## src/sv/sscd_pkg.sv

```systemverilog
package sscd_pkg;

    // defaults for the top level parameters
    localparam int DELAY_MAX_DEF    = 16;
    localparam int SAMPLE_WIDTH_DEF = 24;

    // spacing register
    localparam int SPACING_W     = 5;
    localparam int SPACING_RESET = 1;

    // fixed point, Q20 fraction
    localparam int FRAC_BITS  = 20;
    localparam int ROUND_HALF = 1 << (FRAC_BITS - 1);
    localparam int COEF_W     = 21;

    localparam int CLAMP_LIM = 4 << FRAC_BITS;
    localparam int THRESH    = 1001382;

    // blend coefficients, rounded to Q20
    localparam int C_A = 740107;
    localparam int C_B = 273589;
    localparam int C_C = 261275;
    localparam int C_D = 774987;

    typedef enum logic [1:0] {
        PH_POS_BLEND = 2'd0,
        PH_POS_CLIP  = 2'd1,
        PH_NEG_BLEND = 2'd2,
        PH_NEG_CLIP  = 2'd3
    } phase_t;

    typedef struct packed {
        logic   load;
        logic   mul_en;
        logic   add_en;
        phase_t phase;
    } lane_cmd_t;

endpackage

```

## src/sv/sscd_ctrl.sv

```systemverilog
module sscd_ctrl (
    input  logic               aclk,
    input  logic               aresetn,
    input  logic               s_valid,
    output logic               s_ready,
    output logic               m_valid,
    input  logic               m_ready,
    output sscd_pkg::lane_cmd_t cmd
);

    typedef enum logic [8:0] {
        ST_IDLE = 9'b000000001,
        ST_MUL0 = 9'b000000010,
        ST_ADD0 = 9'b000000100,
        ST_MUL1 = 9'b000001000,
        ST_ADD1 = 9'b000010000,
        ST_MUL2 = 9'b000100000,
        ST_ADD2 = 9'b001000000,
        ST_MUL3 = 9'b010000000,
        ST_ADD3 = 9'b100000000
    } state_t;

    state_t state_reg, state_next;
    logic   out_valid_reg, out_valid_next;
    logic   out_free;

    assign out_free = !out_valid_reg || m_ready;
    assign s_ready  = (state_reg == ST_IDLE);
    assign m_valid  = out_valid_reg;

    always_comb begin
        state_next = state_reg;
        cmd.load   = 1'b0;
        cmd.mul_en = 1'b0;
        cmd.add_en = 1'b0;
        cmd.phase  = sscd_pkg::PH_POS_BLEND;
        case (state_reg)
            ST_IDLE: begin
                if (s_valid) begin
                    cmd.load   = 1'b1;
                    state_next = ST_MUL0;
                end
            end
            ST_MUL0: begin
                cmd.mul_en = 1'b1;
                cmd.phase  = sscd_pkg::PH_POS_BLEND;
                state_next = ST_ADD0;
            end
            ST_ADD0: begin
                cmd.add_en = 1'b1;
                cmd.phase  = sscd_pkg::PH_POS_BLEND;
                state_next = ST_MUL1;
            end
            ST_MUL1: begin
                cmd.mul_en = 1'b1;
                cmd.phase  = sscd_pkg::PH_POS_CLIP;
                state_next = ST_ADD1;
            end
            ST_ADD1: begin
                cmd.add_en = 1'b1;
                cmd.phase  = sscd_pkg::PH_POS_CLIP;
                state_next = ST_MUL2;
            end
            ST_MUL2: begin
                cmd.mul_en = 1'b1;
                cmd.phase  = sscd_pkg::PH_NEG_BLEND;
                state_next = ST_ADD2;
            end
            ST_ADD2: begin
                cmd.add_en = 1'b1;
                cmd.phase  = sscd_pkg::PH_NEG_BLEND;
                state_next = ST_MUL3;
            end
            ST_MUL3: begin
                cmd.mul_en = 1'b1;
                cmd.phase  = sscd_pkg::PH_NEG_CLIP;
                state_next = ST_ADD3;
            end
            ST_ADD3: begin
                cmd.phase = sscd_pkg::PH_NEG_CLIP;
                // final step commits only once the output register is free
                if (out_free) begin
                    cmd.add_en = 1'b1;
                    state_next = ST_IDLE;
                end
            end
            default: begin
                state_next = ST_IDLE;
            end
        endcase
    end

    always_comb begin
        out_valid_next = out_valid_reg;
        if (state_reg == ST_ADD3 && out_free) begin
            out_valid_next = 1'b1;
        end else if (m_ready) begin
            out_valid_next = 1'b0;
        end
    end

    always_ff @(posedge aclk) begin
        if (!aresetn) begin
            state_reg     <= ST_IDLE;
            out_valid_reg <= 1'b0;
        end else begin
            state_reg     <= state_next;
            out_valid_reg <= out_valid_next;
        end
    end

endmodule

```

## src/sv/sscd_lane.sv

```systemverilog
module sscd_lane #(
    parameter int DELAY_MAX    = sscd_pkg::DELAY_MAX_DEF,
    parameter int SAMPLE_WIDTH = sscd_pkg::SAMPLE_WIDTH_DEF
) (
    input  logic                                     aclk,
    input  logic                                     aresetn,
    input  sscd_pkg::lane_cmd_t                      cmd,
    input  logic [$clog2(DELAY_MAX + 1)-1:0]         sp,
    input  logic signed [SAMPLE_WIDTH-1:0]           in_sample,
    output logic signed [SAMPLE_WIDTH-1:0]           out_sample
);

    localparam int SW  = SAMPLE_WIDTH;
    localparam int PW  = SAMPLE_WIDTH + sscd_pkg::COEF_W;
    localparam int SPW = $clog2(DELAY_MAX + 1);

    logic signed [SW-1:0] x_reg, prev_reg, out_reg;
    logic                 pos_reg, neg_reg, sel_reg;
    logic signed [PW-1:0] prod_reg;
    logic signed [SW-1:0] line_reg [DELAY_MAX];

    logic signed [PW-1:0]               in_ext, x_ext, clamped;
    logic signed [SW-1:0]               operand;
    logic signed [sscd_pkg::COEF_W-1:0] coef;
    logic                               sel;
    logic                               clip_phase;
    logic signed [PW-1:0]               rnd, base, sum;
    logic signed [SW-1:0]               res, x_fin;
    logic                               commit;

    assign in_ext = PW'(in_sample);
    assign x_ext  = PW'(x_reg);

    always_comb begin
        if (in_ext > PW'(sscd_pkg::CLAMP_LIM)) begin
            clamped = PW'(sscd_pkg::CLAMP_LIM);
        end else if (in_ext < -PW'(sscd_pkg::CLAMP_LIM)) begin
            clamped = -PW'(sscd_pkg::CLAMP_LIM);
        end else begin
            clamped = in_ext;
        end
    end

    // operand select for the shared multiply
    always_comb begin
        case (cmd.phase)
            sscd_pkg::PH_POS_BLEND: sel = (x_reg < prev_reg);
            sscd_pkg::PH_NEG_BLEND: sel = (x_reg > prev_reg);
            default:                sel = 1'b0;
        endcase
        clip_phase = (cmd.phase == sscd_pkg::PH_POS_CLIP) ||
                     (cmd.phase == sscd_pkg::PH_NEG_CLIP);
        operand    = sel ? x_reg : prev_reg;
        coef       = (sel || clip_phase) ? sscd_pkg::COEF_W'(sscd_pkg::C_B)
                                         : sscd_pkg::COEF_W'(sscd_pkg::C_D);
    end

    // round to nearest, ties up, then add the blend offset
    always_comb begin
        rnd = (prod_reg + PW'(sscd_pkg::ROUND_HALF)) >>> sscd_pkg::FRAC_BITS;
        case (cmd.phase)
            sscd_pkg::PH_POS_BLEND: base = sel_reg ? PW'(sscd_pkg::C_A) : PW'(sscd_pkg::C_C);
            sscd_pkg::PH_POS_CLIP:  base = PW'(sscd_pkg::C_A);
            sscd_pkg::PH_NEG_BLEND: base = sel_reg ? -PW'(sscd_pkg::C_A)
                                                   : -PW'(sscd_pkg::C_C);
            sscd_pkg::PH_NEG_CLIP:  base = -PW'(sscd_pkg::C_A);
            default:                base = '0;
        endcase
        sum    = base + rnd;
        res    = SW'(sum);
        x_fin  = neg_reg ? res : x_reg;
        commit = cmd.add_en && (cmd.phase == sscd_pkg::PH_NEG_CLIP);
    end

    always_ff @(posedge aclk) begin
        if (cmd.mul_en) begin
            prod_reg <= operand * coef;
            sel_reg  <= sel;
        end
        if (cmd.load) begin
            x_reg <= SW'(clamped);
        end else if (cmd.add_en && cmd.phase == sscd_pkg::PH_POS_CLIP && pos_reg) begin
            x_reg <= res;
        end
        if (commit) begin
            out_reg <= prev_reg;
        end
    end

    always_ff @(posedge aclk) begin
        if (!aresetn) begin
            prev_reg <= '0;
            pos_reg  <= 1'b0;
            neg_reg  <= 1'b0;
        end else if (cmd.add_en) begin
            case (cmd.phase)
                sscd_pkg::PH_POS_BLEND: begin
                    if (pos_reg) begin
                        prev_reg <= res;
                    end
                    pos_reg <= (x_ext > PW'(sscd_pkg::THRESH));
                end
                sscd_pkg::PH_NEG_BLEND: begin
                    if (neg_reg) begin
                        prev_reg <= res;
                    end
                    neg_reg <= (x_ext < -PW'(sscd_pkg::THRESH));
                end
                sscd_pkg::PH_NEG_CLIP: begin
                    // remembered sample becomes the tap that leaves the line
                    prev_reg <= (sp == SPW'(1)) ? x_fin : line_reg[0];
                end
                default: begin
                end
            endcase
        end
    end

    // line_reg[j] holds the entry at delay position j + 1
    for (genvar j = 0; j < DELAY_MAX; j++) begin : g_line
        always_ff @(posedge aclk) begin
            if (!aresetn) begin
                line_reg[j] <= '0;
            end else if (commit) begin
                if (int'(sp) == j + 1 || int'(sp) == j + 2) begin
                    line_reg[j] <= x_fin;
                end else if (int'(sp) > j + 2) begin
                    if (j < DELAY_MAX - 1) begin
                        line_reg[j] <= line_reg[(j + 1) % DELAY_MAX];
                    end
                end
            end
        end
    end

    assign out_sample = out_reg;

endmodule

```

## src/sv/stereo_soft_clipper_with_delay.sv

```systemverilog
// channel   direction  ports
// input     in         s_valid, s_ready, s_left_in, s_right_in
// result    out        m_valid, m_ready, m_left_out, m_right_out
// config    in         cfg_wr_en, cfg_wr_data (spacing)
//
// a frame holds the block from the accept cycle through four multiply and four add
// steps on the one multiplier of each channel lane; the last add step registers the
// result, and the next item is taken only once the block is back in idle.
// both channels run side by side in their own lane.
// a finished result sits in an output register; the next frame is taken
// while it waits, and the last step of that frame holds until the register frees.
// synchronous active-low reset clears flags, remembered samples and the delay
// line, and sets spacing to 1.
module stereo_soft_clipper_with_delay #(
    parameter int DELAY_MAX    = sscd_pkg::DELAY_MAX_DEF,
    parameter int SAMPLE_WIDTH = sscd_pkg::SAMPLE_WIDTH_DEF
) (
    input  logic                                  aclk,
    input  logic                                  aresetn,
    input  logic                                  s_valid,
    output logic                                  s_ready,
    input  logic signed [SAMPLE_WIDTH-1:0]        s_left_in,
    input  logic signed [SAMPLE_WIDTH-1:0]        s_right_in,
    output logic                                  m_valid,
    input  logic                                  m_ready,
    output logic signed [SAMPLE_WIDTH-1:0]        m_left_out,
    output logic signed [SAMPLE_WIDTH-1:0]        m_right_out,
    input  logic                                  cfg_wr_en,
    input  logic [sscd_pkg::SPACING_W-1:0]        cfg_wr_data
);

    localparam int SPW = $clog2(DELAY_MAX + 1);

    logic [sscd_pkg::SPACING_W-1:0] spacing_reg;
    logic [SPW-1:0]                 sp;
    sscd_pkg::lane_cmd_t            cmd;

    always_ff @(posedge aclk) begin
        if (!aresetn) begin
            spacing_reg <= sscd_pkg::SPACING_W'(sscd_pkg::SPACING_RESET);
        end else if (cfg_wr_en) begin
            spacing_reg <= cfg_wr_data;
        end
    end

    // zero acts as one, anything past the line length as the full length
    always_comb begin
        if (spacing_reg == '0) begin
            sp = SPW'(1);
        end else if (int'(spacing_reg) > DELAY_MAX) begin
            sp = SPW'(DELAY_MAX);
        end else begin
            sp = SPW'(spacing_reg);
        end
    end

    sscd_ctrl u_ctrl (
        .aclk    (aclk),
        .aresetn (aresetn),
        .s_valid (s_valid),
        .s_ready (s_ready),
        .m_valid (m_valid),
        .m_ready (m_ready),
        .cmd     (cmd)
    );

    sscd_lane #(
        .DELAY_MAX    (DELAY_MAX),
        .SAMPLE_WIDTH (SAMPLE_WIDTH)
    ) u_left (
        .aclk       (aclk),
        .aresetn    (aresetn),
        .cmd        (cmd),
        .sp         (sp),
        .in_sample  (s_left_in),
        .out_sample (m_left_out)
    );

    sscd_lane #(
        .DELAY_MAX    (DELAY_MAX),
        .SAMPLE_WIDTH (SAMPLE_WIDTH)
    ) u_right (
        .aclk       (aclk),
        .aresetn    (aresetn),
        .cmd        (cmd),
        .sp         (sp),
        .in_sample  (s_right_in),
        .out_sample (m_right_out)
    );

endmodule
```

## config.mk

```make
export PLATFORM = sky130hd
export DESIGN_NAME = stereo_soft_clipper_with_delay
export DESIGN_NICKNAME = d
export VERILOG_FILES = /design/src/sv/sscd_pkg.sv /design/src/sv/sscd_ctrl.sv /design/src/sv/sscd_lane.sv /design/src/sv/stereo_soft_clipper_with_delay.sv
export SDC_FILE = /design/constraint.sdc
export NUM_CORES = 2
export LEC_CHECK = 0
export BUFFER_PORTS_ARGS = -buffer_cell sky130_fd_sc_hd__buf_2
export CAP_MARGIN = 20
export CELL_PAD_IN_SITES_DETAIL_PLACEMENT = 0
export CELL_PAD_IN_SITES_GLOBAL_PLACEMENT = 1
export CORE_MARGIN = 2
export CORE_UTILIZATION = 45
export DETAILED_ROUTE_END_ITERATION = 12
export GPL_TIMING_DRIVEN = 0
export MAX_ROUTING_LAYER = met4
export PLACE_DENSITY_LB_ADDON = 0.25
export SLEW_MARGIN = 10
export SYNTH_ARGS = -nofsm -noshare
export SYNTH_HDL_FRONTEND = slang
export SYNTH_SLANG_ARGS = --single-unit
```

## constraint.sdc

```tcl
create_clock -name aclk -period 18.7 [get_ports aclk]
set_input_delay 0.935 -clock aclk [delete_from_list [all_inputs] [get_ports aclk]]
set_output_delay 0.935 -clock aclk [all_outputs]
set_load 0.02 [all_outputs]
```

==> summary.md <==
| Metric | Value |
|---|---|
| R2r setup slk | `6010 ps` |
| Slew Limit Fails | `0` |
| Commonest non-fill, non-tap cell in the layout | `inv_1` |
| Post-route DRC | `0` |
| Vias in the first global route | `49500` |
| Multiplexer area fraction after synthesis | `1.45%` |
| Final min period | `12690 ps` |
| Outcome | `complete, no violations` |
| Simple-Gate Fraction of Synth Area | `9.81%` |
| Fin nets | `8020` |
| Slowest-stage cell, CP | `nor3_1` |
| Core area | `152000 um2` |
| Full die area | `156000 um2` |
| Worst Reg-to-Reg Cells | `35` |
| Synth-to-Final Area Change | `10.3%` |
| Layout cells sized above 1 | `5.16%` |
| F_max | `78.8 MHz` |
| Crit. Startpoint | `u_left.prev_reg[23]$_SDFFE_PN0P_` |
| Starting Density | `45.2%` |
| Crit Path Max Fanout | `10` |
| Main combinational cell family by area after synthesis | `adder cells` |
| Sink Count | `935` |
| Ys async rst share | `0%` |
| Top FF cell, synth | `edfxtp_1` |
| Reg clk slew, reported paths | `60 ps` |
| Slowest Stage Delay on Critical Path | `680 ps` |
| Worst path most repeated cell | `fa_1` |
| Htree depth | `3` |
| Worst Setup EP | `u_left.prod_reg[43]$_DFFE_PP_` |
| Routed Antenna Nets | `0` |
| Setup repair bufs after CTS | `0` |
| Post-place setup slack | `6160 ps` |
| 1st-pass router iterations | `6` |
| RSZ-0062 raised after global routing | `no` |
| Clock root buffer | `clkbuf_16` |
| Worst skew pair latency | `730 ps` |
| Relative slew slack | `19.3%` |
| First-pass GRT wire length | `312 mm` |
| CTS tree | `yes` |
| Seq/Total Area, Yosys | `39.9%` |
| Startpoint types | `register` |
| Synth Area in Compound Gates | `11.6%` |
| Synth Register Bits | `935` |
| EDFF count, synth | `868` |
| Cell count after synthesis | `6578` |
| Final setup violation count | `0` |
| Crit end category | `register` |
| WL per Instance | `22.8 um` |
| Num CTS Buffers | `98` |
| DR iter-0 viols | `4506` |
| Adder-cell area share of the yosys netlist | `27.8%` |
| Hold WC Path Type | `input port to register` |
| Mapped Area | `68700 um2` |
| Rows | `143` |
| Clock Skews | `73.9 ps` |
| Detailed-route via count | `48900` |
| Die Width | `395 um` |
| Hold buffers post-CTS | `0` |
| Capturing point of the worst reg2reg path | `u_left.prod_reg[43]$_DFFE_PP_` |
| Number of port buffers | `106` |
| Clock buffer depth | `3` |
| Final wirelength | `205 mm` |
| Number of max-cap violations | `0` |
| Final core utilization | `49.9%` |
| I/O pin total | `108` |
| Post-Synth XOR/XNOR Area | `1.96%` |
| Largest net degree at the start of global routing | `51` |
| Final Hold Fails | `0` |
| CP required | `19150 ps` |
| Crit Path Class | `register to register` |
| TNS Setup | `0 ps` |
| Global placer's final weighted congestion | `0.956` |
| Global Route Usage Sum | `27.4%` |
| Initial antenna violation count | `8` |
| Vias per cell | `5.46` |
| Mean post-synth cell area | `10.4 um2` |
| Synth Warn # | `0` |
| Post_cts resized | `0` |
| CP Data Arrival Time | `13140 ps` |
| Final period util | `67.9%` |
| Final WS setup | `6010 ps` |
| Launching point of the worst reg2reg path | `u_left.prev_reg[23]$_SDFFE_PN0P_` |
| Gr ovfl total | `0` |
| Yosys cell types | `80` |
| Die height | `395 um` |
| Commonest non-fill, non-tap cells in the layout | `inv_1, nand2_1, edfxtp_1` |
| Worst-Margin Slew | `1210 ps` |
| Hpwl dp | `169 mm` |
==> cells by family (layout without fill, tap and decap cells) <==
family,Yosys count,after routing
and+or+nand+nor,1573,1573
xor gates and xnor gates,154,154
DFF,935,935
adders and majority gates,1107,1107
other,2,41
buffers and inverters,1361,1680
AOI/OAI and AO/OA,1350,1350
muxes,96,96
==> worst min-delay path by stage <==
stage / cells after the start / to / start
floorplan: 0 / u_right.out_sample[13]$_DFFE_PP_ / u_right.prev_reg[13]$_SDFFE_PN0P_
global placement: 2 / u_right.line_reg[1][51]$_DFFE_PP_ / u_right.line_reg[1][75]$_DFFE_PP_
detailed placement: 2 / u_right.line_reg[0][142]$_DFFE_PP_ / u_right.line_reg[0][166]$_DFFE_PP_
CTS: 3 / spacing_reg[0]$_SDFFE_PN1P_ / cfg_wr_data[0]
global route: 3 / spacing_reg[0]$_SDFFE_PN1P_ / cfg_wr_data[0]
finish: 3 / spacing_reg[0]$_SDFFE_PN1P_ / cfg_wr_data[0]
==> metal layers <==
layer  up-vias  wire length, um  track usage (%)  share of wire [%]
met5         -                0                -                  0
met4         0             5490             7.04                2.7
met3       295            15600             4.41                7.6
met2      1655            91200             40.7                 45
met1     24400            92500             39.2                 45
li1      22500                -                -                  -
==> synth_stat cells (64+ instances only) <==
cell | count | area [um2]
fa_1 | 697 | 14000
xnor2_1 | 114 | 998
edfxtp_1 | 868 | 26100
inv_1 | 977 | 3670
a21o_1 | 64 | 480
a21oi_1 | 206 | 1030
a211oi_1 | 70 | 526
mux2i_1 | 68 | 681
nand2_1 | 928 | 3480
dfxtp_1 | 67 | 1340
o21ai_0 | 752 | 3760
nor2_1 | 309 | 1160
ha_1 | 410 | 5130
clkbuf_1 | 347 | 1300
==> through the flow <==
| stage | area, um2 | hold slack (ps) | instances |
|---|---|---|---|
| final | 75700 | 426 | 8966 |
| after global placement | 71900 | 497 | 8749 |
| after CTS | 75700 | 381 | 8960 |
| after floorplan | 68800 | 441 | 6613 |
| after detailed placement | 72600 | 505 | 8783 |
| after global routing | 75700 | 431 | 8965 |
==> critical path, delay by kind of cell, from the launching register on <==
kind | cells | cell delay, ps
fa+ha+maj | 9 | 4370
compound gates | 8 | 3130
simple gates | 8 | 2260
buf+inv | 9 | 1940
flops | 1 | 630
xor+xnor | 1 | 130
==> final cells by class <==
class,instances,area (um2)
flip-flops and latches,935,27400
repair buffers,142,1160
plain buffers,383,1460
clock buffers,121,2590
fillers,14000,76000
inverters,978,3670
diodes,4,10.0
multi-input cells,4317,36400
well taps,2030,2540
clock inverters,56,485
Power is left out: the tool's default activity adds up to more than one toggle a clock period on the data nets, which glitch-free logic cannot reach.
